[src/rtl/yhist_pkg.sv]
`timescale 1ns / 1ps

package yhist_pkg;

    // Block geometry. A block is BLOCK rows tall; a row carries at most ROW_BITS columns.
    localparam int BLOCK    = 16;
    localparam int ROW_BITS = 16;
    localparam int COLS     = (BLOCK < ROW_BITS) ? BLOCK : ROW_BITS;
    localparam int RS_W     = $clog2(BLOCK);

    // Histogram geometry.
    localparam int NUM_CLS  = 6;
    localparam int CNT_W    = 9;
    localparam int ROWC_W   = $clog2(COLS + 1);
    localparam int PAIRC_W  = $clog2(2 * COLS + 1);

    localparam logic [CNT_W-1:0] CNT_MAX = {CNT_W{1'b1}};

    typedef logic [ROW_BITS-1:0] t_row;
    typedef logic [2:0]          t_cls;
    typedef logic [CNT_W-1:0]    t_count;
    typedef logic [ROWC_W-1:0]   t_rowc;
    typedef logic [PAIRC_W-1:0]  t_pairc;
    typedef logic [RS_W-1:0]     t_rows_seen;

    typedef t_count [NUM_CLS-1:0] t_hist;
    typedef t_rowc  [NUM_CLS-1:0] t_row_counts;
    typedef t_pairc [NUM_CLS-1:0] t_pair_counts;

    localparam t_cls CLS_ISOLATED   = 3'd0;
    localparam t_cls CLS_END        = 3'd1;
    localparam t_cls CLS_CONNECTING = 3'd2;
    localparam t_cls CLS_BRANCHING  = 3'd3;
    localparam t_cls CLS_CROSSING   = 3'd4;
    localparam t_cls CLS_INTERIOR   = 3'd5;

    // Stage 2 status handed to the histogram unit.
    typedef struct packed {
        logic valid;
        logic last;
    } t_s2_ctrl;

    // 4-connected Yokoi number of a white center pixel.
    // x1 right, x2 up, x3 left, x4 down, x5 down-right, x6 up-right,
    // x7 up-left, x8 down-left.
    function automatic t_cls yokoi_class(
        input logic x1, input logic x2, input logic x3, input logic x4,
        input logic x5, input logic x6, input logic x7, input logic x8
    );
        logic [3:0] q;
        logic [3:0] r;
        t_cls       n_q;
        r[0] = x1 & x6 & x2;
        r[1] = x2 & x7 & x3;
        r[2] = x3 & x8 & x4;
        r[3] = x4 & x5 & x1;
        q[0] = x1 & ~r[0];
        q[1] = x2 & ~r[1];
        q[2] = x3 & ~r[2];
        q[3] = x4 & ~r[3];
        n_q = t_cls'($countones(q));
        if (&r) begin
            return CLS_INTERIOR;
        end
        return n_q;
    endfunction

endpackage

[src/rtl/yhist_if.sv]
`timescale 1ns / 1ps

interface yhist_row_if;
    logic                       valid;
    logic                       ready;
    logic [yhist_pkg::ROW_BITS-1:0] row_pixels;

    modport source (output valid, output row_pixels, input ready);
    modport sink   (input valid, input row_pixels, output ready);
endinterface

interface yhist_hist_if;
    logic                        valid;
    logic                        ready;
    logic [yhist_pkg::CNT_W-1:0] count_isolated;
    logic [yhist_pkg::CNT_W-1:0] count_end;
    logic [yhist_pkg::CNT_W-1:0] count_connecting;
    logic [yhist_pkg::CNT_W-1:0] count_branching;
    logic [yhist_pkg::CNT_W-1:0] count_crossing;
    logic [yhist_pkg::CNT_W-1:0] count_interior;

    modport source (
        output valid, output count_isolated, output count_end, output count_connecting,
        output count_branching, output count_crossing, output count_interior,
        input ready
    );
    modport sink (
        input valid, input count_isolated, input count_end, input count_connecting,
        input count_branching, input count_crossing, input count_interior,
        output ready
    );
endinterface

[src/rtl/yhist_rowcls.sv]
`timescale 1ns / 1ps

// Classifies every column of one row in parallel and counts the white pixels of each class.
module yhist_rowcls (
    input  yhist_pkg::t_row        i_above,
    input  yhist_pkg::t_row        i_center,
    input  yhist_pkg::t_row        i_below,
    output yhist_pkg::t_row_counts o_counts
);
    import yhist_pkg::*;

    // One black column of padding on each side.
    logic [COLS+1:0]          up_p;
    logic [COLS+1:0]          mid_p;
    logic [COLS+1:0]          dn_p;
    t_cls [COLS-1:0]          col_cls;
    logic [NUM_CLS-1:0][COLS-1:0] hit;

    assign up_p  = {1'b0, i_above[COLS-1:0],  1'b0};
    assign mid_p = {1'b0, i_center[COLS-1:0], 1'b0};
    assign dn_p  = {1'b0, i_below[COLS-1:0],  1'b0};

    always_comb begin
        for (int k = 0; k < COLS; k++) begin
            col_cls[k] = yokoi_class(mid_p[k+2], up_p[k+1], mid_p[k], dn_p[k+1],
                                     dn_p[k+2], up_p[k+2], up_p[k], dn_p[k]);
        end
    end

    always_comb begin
        for (int c = 0; c < NUM_CLS; c++) begin
            for (int k = 0; k < COLS; k++) begin
                hit[c][k] = mid_p[k+1] && (col_cls[k] == t_cls'(c));
            end
            o_counts[c] = t_rowc'($countones(hit[c]));
        end
    end

endmodule

[src/rtl/yhist_accum.sv]
`timescale 1ns / 1ps

// Saturating six-bin histogram with the result register behind it.
module yhist_accum (
    input  logic                    i_clk,
    input  logic                    i_rst_n,
    input  yhist_pkg::t_s2_ctrl     i_ctrl,
    input  yhist_pkg::t_pair_counts i_counts,
    output logic                    o_advance,
    yhist_hist_if.source            o_hist
);
    import yhist_pkg::*;

    t_hist            r_hist;
    t_hist            n_hist;
    t_hist            r_out;
    t_hist            n_out;
    logic             r_out_valid;
    logic             n_out_valid;
    t_hist            sum;
    logic [CNT_W:0]   wide;
    logic             load;

    // The pipeline only waits when a block ends while the previous result is still unread.
    assign o_advance = !(i_ctrl.valid && i_ctrl.last && r_out_valid && !o_hist.ready);
    assign load      = o_advance && i_ctrl.valid && i_ctrl.last;

    always_comb begin
        for (int c = 0; c < NUM_CLS; c++) begin
            wide   = {1'b0, r_hist[c]} + (CNT_W+1)'(i_counts[c]);
            sum[c] = wide[CNT_W] ? CNT_MAX : wide[CNT_W-1:0];
        end
    end

    always_comb begin
        n_hist      = r_hist;
        n_out       = r_out;
        n_out_valid = r_out_valid;
        if (r_out_valid && o_hist.ready) begin
            n_out_valid = 1'b0;
        end
        if (o_advance && i_ctrl.valid) begin
            if (i_ctrl.last) begin
                n_hist = '0;
            end else begin
                n_hist = sum;
            end
        end
        if (load) begin
            n_out       = sum;
            n_out_valid = 1'b1;
        end
    end

    always_ff @(posedge i_clk) begin
        if (!i_rst_n) begin
            r_hist      <= '0;
            r_out_valid <= 1'b0;
        end else begin
            r_hist      <= n_hist;
            r_out_valid <= n_out_valid;
        end
        r_out <= n_out;
    end

    assign o_hist.valid            = r_out_valid;
    assign o_hist.count_isolated   = r_out[CLS_ISOLATED];
    assign o_hist.count_end        = r_out[CLS_END];
    assign o_hist.count_connecting = r_out[CLS_CONNECTING];
    assign o_hist.count_branching  = r_out[CLS_BRANCHING];
    assign o_hist.count_crossing   = r_out[CLS_CROSSING];
    assign o_hist.count_interior   = r_out[CLS_INTERIOR];

endmodule

[src/rtl/yokoi_block_histogram_top.sv]
`timescale 1ns / 1ps

// Yokoi connectivity histogram of a square binary block, one row request per cycle unless input ready is low.
// Each row is classified across all columns at once, one row after it arrives (the last
// row of a block together with its predecessor), so a new row is taken every clock while input ready is high.
// The histogram of a block becomes valid after its last row has passed the window register,
// the class count register and the result register, in that order. Input ready drops only
// when a block ends while the previous histogram is still waiting in the result register.
// Pixels outside the block read as black; bins saturate at 511.
module yokoi_block_histogram_top (
    input  logic          i_clk,
    input  logic          i_rst_n,
    yhist_row_if.sink     i_row,
    yhist_hist_if.source  o_hist
);
    import yhist_pkg::*;

    t_row         col_mask;
    t_row         x;
    logic         advance;
    logic         accept;
    logic         is_last;

    t_row         r_upper;
    t_row         r_middle;
    t_rows_seen   r_rows_seen;

    // Stage 1: two classification windows.
    logic         r_s1_valid;
    logic         r_s1_last;
    t_row         r_s1_a_up;
    t_row         r_s1_a_mid;
    t_row         r_s1_a_dn;
    t_row         r_s1_b_up;
    t_row         r_s1_b_mid;

    // Stage 2: per-class counts of the stage 1 windows.
    t_s2_ctrl     r_s2_ctrl;
    t_pair_counts r_s2_counts;
    t_pair_counts n_s2_counts;

    t_row_counts  counts_a;
    t_row_counts  counts_b;

    assign col_mask    = t_row'((ROW_BITS+1)'(1) << COLS) - t_row'(1);
    assign x           = i_row.row_pixels & col_mask;
    assign i_row.ready = advance;
    assign accept      = i_row.valid && advance;
    assign is_last     = (r_rows_seen == RS_W'(BLOCK - 1));

    always_ff @(posedge i_clk) begin
        if (!i_rst_n) begin
            r_upper     <= '0;
            r_middle    <= '0;
            r_rows_seen <= '0;
        end else if (accept) begin
            if (is_last) begin
                r_upper     <= '0;
                r_middle    <= '0;
                r_rows_seen <= '0;
            end else begin
                r_upper     <= r_middle;
                r_middle    <= x;
                r_rows_seen <= r_rows_seen + RS_W'(1);
            end
        end
    end

    always_ff @(posedge i_clk) begin
        if (!i_rst_n) begin
            r_s1_valid <= 1'b0;
        end else if (advance) begin
            r_s1_valid <= accept;
        end
        // The middle row is all black before the first row of a block, which yields no counts.
        if (accept) begin
            r_s1_last  <= is_last;
            r_s1_a_up  <= r_upper;
            r_s1_a_mid <= r_middle;
            r_s1_a_dn  <= x;
            r_s1_b_up  <= r_middle;
            r_s1_b_mid <= is_last ? x : '0;
        end
    end

    yhist_rowcls u_rowcls_a (
        .i_above  (r_s1_a_up),
        .i_center (r_s1_a_mid),
        .i_below  (r_s1_a_dn),
        .o_counts (counts_a)
    );

    yhist_rowcls u_rowcls_b (
        .i_above  (r_s1_b_up),
        .i_center (r_s1_b_mid),
        .i_below  ('0),
        .o_counts (counts_b)
    );

    always_comb begin
        for (int c = 0; c < NUM_CLS; c++) begin
            n_s2_counts[c] = PAIRC_W'(counts_a[c]) + PAIRC_W'(counts_b[c]);
        end
    end

    always_ff @(posedge i_clk) begin
        if (!i_rst_n) begin
            r_s2_ctrl <= '0;
        end else if (advance) begin
            r_s2_ctrl.valid <= r_s1_valid;
            r_s2_ctrl.last  <= r_s1_last;
        end
        if (advance && r_s1_valid) begin
            r_s2_counts <= n_s2_counts;
        end
    end

    yhist_accum u_accum (
        .i_clk     (i_clk),
        .i_rst_n   (i_rst_n),
        .i_ctrl    (r_s2_ctrl),
        .i_counts  (r_s2_counts),
        .o_advance (advance),
        .o_hist    (o_hist)
    );

endmodule
[src/flat_wrapper.sv]
// flat-port wrapper written by rule: the top's interface ports become plain ports
module yokoi_block_histogram_top_flat import yhist_pkg::*;
  (i_clk, i_rst_n, i_row_valid, i_row_row_pixels, i_row_ready, o_hist_valid, o_hist_count_isolated, o_hist_count_end, o_hist_count_connecting, o_hist_count_branching, o_hist_count_crossing, o_hist_count_interior, o_hist_ready);
  yhist_row_if i_row_i ();
  yhist_hist_if o_hist_i ();
  input  logic i_clk;
  input  logic i_rst_n;
  input wire logic [$bits(i_row_i.valid)-1:0] i_row_valid;
  input wire logic [$bits(i_row_i.row_pixels)-1:0] i_row_row_pixels;
  output wire logic [$bits(i_row_i.ready)-1:0] i_row_ready;
  output wire logic [$bits(o_hist_i.valid)-1:0] o_hist_valid;
  output wire logic [$bits(o_hist_i.count_isolated)-1:0] o_hist_count_isolated;
  output wire logic [$bits(o_hist_i.count_end)-1:0] o_hist_count_end;
  output wire logic [$bits(o_hist_i.count_connecting)-1:0] o_hist_count_connecting;
  output wire logic [$bits(o_hist_i.count_branching)-1:0] o_hist_count_branching;
  output wire logic [$bits(o_hist_i.count_crossing)-1:0] o_hist_count_crossing;
  output wire logic [$bits(o_hist_i.count_interior)-1:0] o_hist_count_interior;
  input wire logic [$bits(o_hist_i.ready)-1:0] o_hist_ready;
  assign i_row_i.valid = i_row_valid;
  assign i_row_i.row_pixels = i_row_row_pixels;
  assign i_row_ready = i_row_i.ready;
  assign o_hist_valid = o_hist_i.valid;
  assign o_hist_count_isolated = o_hist_i.count_isolated;
  assign o_hist_count_end = o_hist_i.count_end;
  assign o_hist_count_connecting = o_hist_i.count_connecting;
  assign o_hist_count_branching = o_hist_i.count_branching;
  assign o_hist_count_crossing = o_hist_i.count_crossing;
  assign o_hist_count_interior = o_hist_i.count_interior;
  assign o_hist_i.ready = o_hist_ready;
  yokoi_block_histogram_top u_core (.i_clk(i_clk), .i_rst_n(i_rst_n), .i_row(i_row_i), .o_hist(o_hist_i));
endmodule
[config.mk]
export PLATFORM = sky130hd
export DESIGN_NAME = yokoi_block_histogram_top_flat
export DESIGN_NICKNAME = d
export VERILOG_FILES = /design/src/rtl/yhist_pkg.sv /design/src/rtl/yhist_if.sv /design/src/rtl/yhist_rowcls.sv /design/src/rtl/yhist_accum.sv /design/src/rtl/yokoi_block_histogram_top.sv /design/src/flat_wrapper.sv
export SDC_FILE = /design/constraint.sdc
export NUM_CORES = 1
export LEC_CHECK = 0
export BUFFER_PORTS_ARGS = -buffer_cell sky130_fd_sc_hd__buf_4
export CAP_MARGIN = 5
export CORE_MARGIN = 4
export CORE_UTILIZATION = 65
export CTS_BUF_LIST = sky130_fd_sc_hd__clkbuf_8
export CTS_CLUSTER_SIZE = 25
export DETAILED_ROUTE_END_ITERATION = 10
export PLACE_DENSITY = 0.88
export SYNTH_ARGS = -nofsm -noshare
export SYNTH_HDL_FRONTEND = slang
export SYNTH_HIERARCHICAL = 1
export SYNTH_SLANG_ARGS = --single-unit
[constraint.sdc]
create_clock -name i_clk -period 8.1 [get_ports i_clk]
set_input_delay 0.405 -clock i_clk [delete_from_list [all_inputs] [get_ports i_clk]]
set_output_delay 0.405 -clock i_clk [all_outputs]
set_load 0.02 [all_outputs]
Word level (Yosys, flattened, before mapping)

Cells that the tools add are included.
Widths: inputs -> output; s select.

Add/subtract/negate cells: 269
Equality and inequality tests: 161
Multiplexer cells: 54
Bitwise gates (word level): 360
Reductions and logical operators: 249

Operators with widths:

| operator            | count |
|---|---|
| $add 1x1->2         | 142 |
| $and 1x1->1         | 270 |
| $logic_and 1x1->1   | 200 |
| $add 2x2->3         | 62 |
| $eq 3x2->1 const B  | 60 |
| $eq 3x3->1 const B  | 60 |
| $add 3x3->4         | 24 |
| $logic_not 3->1     | 32 |
| $eq 3x1->1 const B  | 30 |
| $not 1->1           | 90 |
| $mux 3              | 28 |
| $add 4x4->5         | 12 |
| $add 9x6->10        | 6 |
| $reduce_and 4->1    | 14 |
| $mux 54             | 1 |
| $mux 9              | 6 |
| $add 2x1->3         | 15 |
| $add 5x5->6         | 6 |
| $mux 16             | 2 |
| $mux 1              | 16 |
| $eq 2x3->1 const B  | 4 |
| $eq 2x2->1 const B  | 4 |
| $add 4x1->4 const B | 1 |
| $eq 2x1->1 const B  | 2 |
| 5 further kinds     | 6 |

Bits in registers: 249
Output and inout port bits: 56
Word-level logic and storage cells: 1,123

Logic depth before layout (Yosys ltp)

Word-level depth: 14
Gate-level depth with buffers: 25

Cells and area by module

Netlist, hierarchy kept.

Modules (own cells, without submodules):

| module                           | instances | cells an instance | area an instance (um^2) |
|---|---|---|---|
| yhist_accum                      | 1         | 522               | 5,898.2 |
| yokoi_block_histogram_top        | 1         | 428               | 5,624.1 |
| yhist_rowcls (u_core.u_rowcls_a) | 1         | 527               | 4,403.0 |
| yhist_rowcls (u_core.u_rowcls_b) | 1         | 528               | 4,390.5 |

Worst setup path before layout

No wires, ideal clock.

Path kind: reg-to-reg
From: register u_core.r_s1_b_up[4]
To: register u_core/r_s2_counts[28] in the netlist's numbering (data pin)
Library setup time: 0.148 ns
Data arrival time: 6.387 ns
Data required time: 7.952 ns
Path slack: 1.565 ns
Cell stages (with the launch flop): 23
Buffers on the path: 0
Period minus slack after synthesis: 6.535 ns
Cells stage by stage: edfxtp_1 > nand2_2 > nand2_1 > fa_1 > inv_1 > ha_1 > ha_1 > nand2b_1 > or4b_1 > fa_1 > fa_1 > fa_1 > inv_1 > fa_1 > inv_1 > fa_1 > fa_1 > inv_1 > inv_1 > fa_1 > nand2b_1 > a21oi_1 > xor2_1

RTL lines:

| what                   | RTL line                         | RTL |
|---|---|---|
| start, declared        | yokoi_block_histogram_top.sv:34  | `t_row r_s1_b_up;` |
| start signal, assigned | yokoi_block_histogram_top.sv:81  | `r_s1_b_up <= r_middle;` |
| end signal, assigned   | yokoi_block_histogram_top.sv:114 | `r_s2_counts <= n_s2_counts;` |
| end, declared          | yokoi_block_histogram_top.sv:39  | `t_pair_counts r_s2_counts;` |

==> results.md <==
- Dpl cell area: 21,500 um^2
- First-pass GRT wire length: 77.60 mm
- Routed len/inst: 18.41 um
- Fraction of the yosys area taken by sequential cells: 0.3217
- Site Rows: 64
- Clock tree from TritonCTS: yes
- Number of hold-repair buffers added at the cts stage: 0
- Met2 Track Usage GR: 0.4706
- Die span in y: 184.8 um
- Routability congestion estimate: 0.9621
- Net count reported at finish: 2,542
- Average cell area after synthesis: 10.13 um^2
- Flop2flop setup slack: 1220 ps
- Initial core utilization: 0.6607
- Number of antenna violations at the first check in global routing: 0
- Final setup fails: 0
- Post-route standard cell area excluding fillers: 22,440 um^2
- Slew Limit Fails: 0
- Count of antenna diodes in the layout: 0
- RSZ-0062 raised after global routing: false
- CP max FO: 13
- Core Region: 30,750 um^2
- Clock-pin slew reported for the worst setup and hold paths after clock tree synthesis: 60 ps
- Root buf cell: clkbuf_8
- Estimated wirelength of the detail-placed design: 37.94 mm
- H-tree Lvls: 2
- TritonRoute pass-1 iters: 6
- Horizontal die dimension: 184.8 um
- Required time at the worst-slack endpoint: 8500 ps
- Number of DRC markers after the initial detailed-route iteration: 1,279
- Global-route usage over all layers: 0.2835
- CP Capture Type: flip-flop
- Minimum clock period after layout: 6881 ps
- Fin. Hold Viols: 0
- Via count of the first global-routing pass: 15,500
- Number of I/O port buffers: 75
- VDD IR max: 0.0001394 V
- Relative slew margins: 0.2915
- Setup TNS: 0 ps
- Path category of the worst min-delay check: in -> reg
- Highest clock rate: 0.1453 GHz
- Period Utilization, post-route: 0.8495
- Critical path class: reg -> reg
- Commonest cells after routing, fill and taps aside: 291 x nand2_1, 235 x inv_1, 177 x ha_1
- Async SR Flop Fraction: 0
- Grt ovf: 0
- Combined area of all synthesized cells: 20,320 um^2
- Yosys synthesis warning count: 6
- TritonCTS buffer count: 42
- Final Non-Filler Cells: 2,610
- Gate Count Post-Synth: 2,005
- DRC violation count after routing: 0
- Post-synthesis cell type count: 85
- Main flop type after synthesis: edfxtp_1
- Die Outline Area: 34,150 um^2
- Layout overhead on the synthesized area: 10.45%
- Buffer depth of the longest clock path: 3
- Maximum Capacitance Violations: 0
- Count of clock tree sinks: 249
- Quantity of gates resized following cts: 0
- Startpoint class of the critical path: flip-flop
- Placed insts: 2,533
- Arr. time, crit path: 7280 ps
- Count of flip-flops with a built-in enable after synthesis: 155
- Post-route ant nets: 0
- Power per cell area: 195.9 nW/um^2
- Flip-flop and latch count after synthesis: 249
- Layout cells sized above 1: 0.09892
- Largest net degree at the start of global routing: 71
- Most used routing layer in global routing: met2
- Met1 usage in global routing: 0.3748
- Clk_lat worst skew: 550 ps
- Total number of vias: 15,410
- Post-CTS repair timing setup buffer count: 0
- Leak pwr: 0.01004 uW
- Status: finished, final reports clean
- Clock skew after layout: 34.23 ps
- Slew of the pin with the lowest slew margin: 1061 ps
- Vias per cell: 5.905
- Number of top-level design ports: 76
- Post-Route WL: 48.04 mm
- Commonest non-fill, non-tap cell in the layout: nand2_1
- Fraction of met3 tracks used by global routing: 0.03751
==> power by group <==
group	total, uW	internal [uW]	leakage (uW)	switching [uW]
clock	1230	718	0.000517	514
sequential	1570	1500	0.00226	74.9
combinational	1590	663	0.00726	926
==> registers in the layout, indices dropped and copies added, names as in the netlist <==
name,count
u_core/r_s1_a_up,16
u_core/r_s1_a_dn,16
u_core/u_accum/o_hist.count_isolated,9
u_core/u_accum/o_hist.count_end,9
u_core/r_s1_b_mid,16
u_core/r_middle,16
u_core/u_accum/r_hist,54
u_core/r_upper,16
u_core/u_accum/o_hist.count_interior,9
u_core/r_s2_counts,36
u_core/u_accum/o_hist.count_branching,9
u_core/u_accum/o_hist.count_connecting,9
u_core/r_s1_last,1
u_core/u_accum/o_hist.count_crossing,9
u_core/r_s1_valid,1
u_core/r_rows_seen,4
u_core/u_accum/o_hist.valid,1
u_core/r_s1_b_up,16
u_core/r_s2_ctrl,2
==> layout make-up <==
| type | count | area (um^2) |
|---|---|---|
| multi-input cells | 1583 | 13030 |
| inverters | 226 | 849.6 |
| clock buffers | 49 | 674.4 |
| fillers | 2157 | 8310 |
| well taps | 396 | 495.5 |
| flip-flops and latches | 249 | 6536 |
| clock inverters | 28 | 262.8 |
| repair buffers | 79 | 593.1 |
==> Yosys cell counts (23+ instances only) <==
library cell | number | area share
nand2_1 | 291 | 0.054
inv_1 | 225 | 0.042
ha_1 | 177 | 0.11
fa_1 | 164 | 0.16
edfxtp_1 | 155 | 0.23
dfxtp_1 | 94 | 0.093
a21oi_1 | 68 | 0.017
nor2_1 | 65 | 0.012
a22o_1 | 54 | 0.023
nand2b_1 | 45 | 0.014
a21o_1 | 42 | 0.016
a21boi_0 | 41 | 0.015
and2_1 | 40 | 0.012
o21ai_1 | 39 | 0.0096
nand3_1 | 36 | 0.0089
xnor2_1 | 36 | 0.016
nor3_1 | 28 | 0.0069
xor2_1 | 27 | 0.012
nand4_1 | 26 | 0.0080
nor4_1 | 26 | 0.0080
nor2b_1 | 24 | 0.0074
o21ai_0 | 23 | 0.0057
==> metal layers <==
layer  part of all wire  routed length (um)  vias up
li1                   -                   -     7300
met1               0.42               19940     7465
met2               0.47               22730      532
met3              0.062                2958      114
met4              0.050                2416        0
met5                  0                   0        -
==> through the flow <==
step,hold slack (ps),worst slack [ps],util,total power (uW)
after floorplan,408.1,1565,-,2711
after global placement,410.8,1271,0.6993,3049
after detailed placement,416.0,1210,0.6993,3153
after CTS,45.99,1212,0.7297,4400
after global routing,52.25,827.3,0.7297,4696
final,70.45,1219,0.7297,4396
==> worst paths after layout <==
kind / depth (start not counted) / end / start
max: 22 / u_core/r_s2_counts[28] / u_core/r_s1_b_up[4]
min: 1 / u_core/r_s1_a_dn[14] / i_row_row_pixels[14]
max reg2reg: 22 / u_core/r_s2_counts[28] / u_core/r_s1_b_up[4]
min reg2reg: 0 / u_core/r_s1_a_up[14] / u_core/r_upper[14]
==> logic make-up after synthesis <==
kind of cell,after synthesis,synth area share
fa+ha+maj,341,0.2706
buf+inv,265,0.05444
compound gates,356,0.1287
flops,249,0.3217
xor+xnor,63,0.02716
mux,7,0.004927
other cells,3,0.0005543
simple gates,721,0.1918
==> worst max-delay path, stage by stage (launching register included) <==
cell and delay, ps:
edfxtp_1 580, nand2_2 200, nand2_1 90, fa_1 500
inv_1 40, ha_1 190, ha_1 280, nand2b_1 170
or4b_1 520, fa_1 600, fa_1 450, fa_1 540
inv_1 50, fa_1 520, inv_1 60, fa_1 460
fa_1 440, inv_1 90, inv_1 60, fa_1 440
nand2b_1 160, a21oi_1 160, xor2_1 150
(Power assumes the default switching activity.)
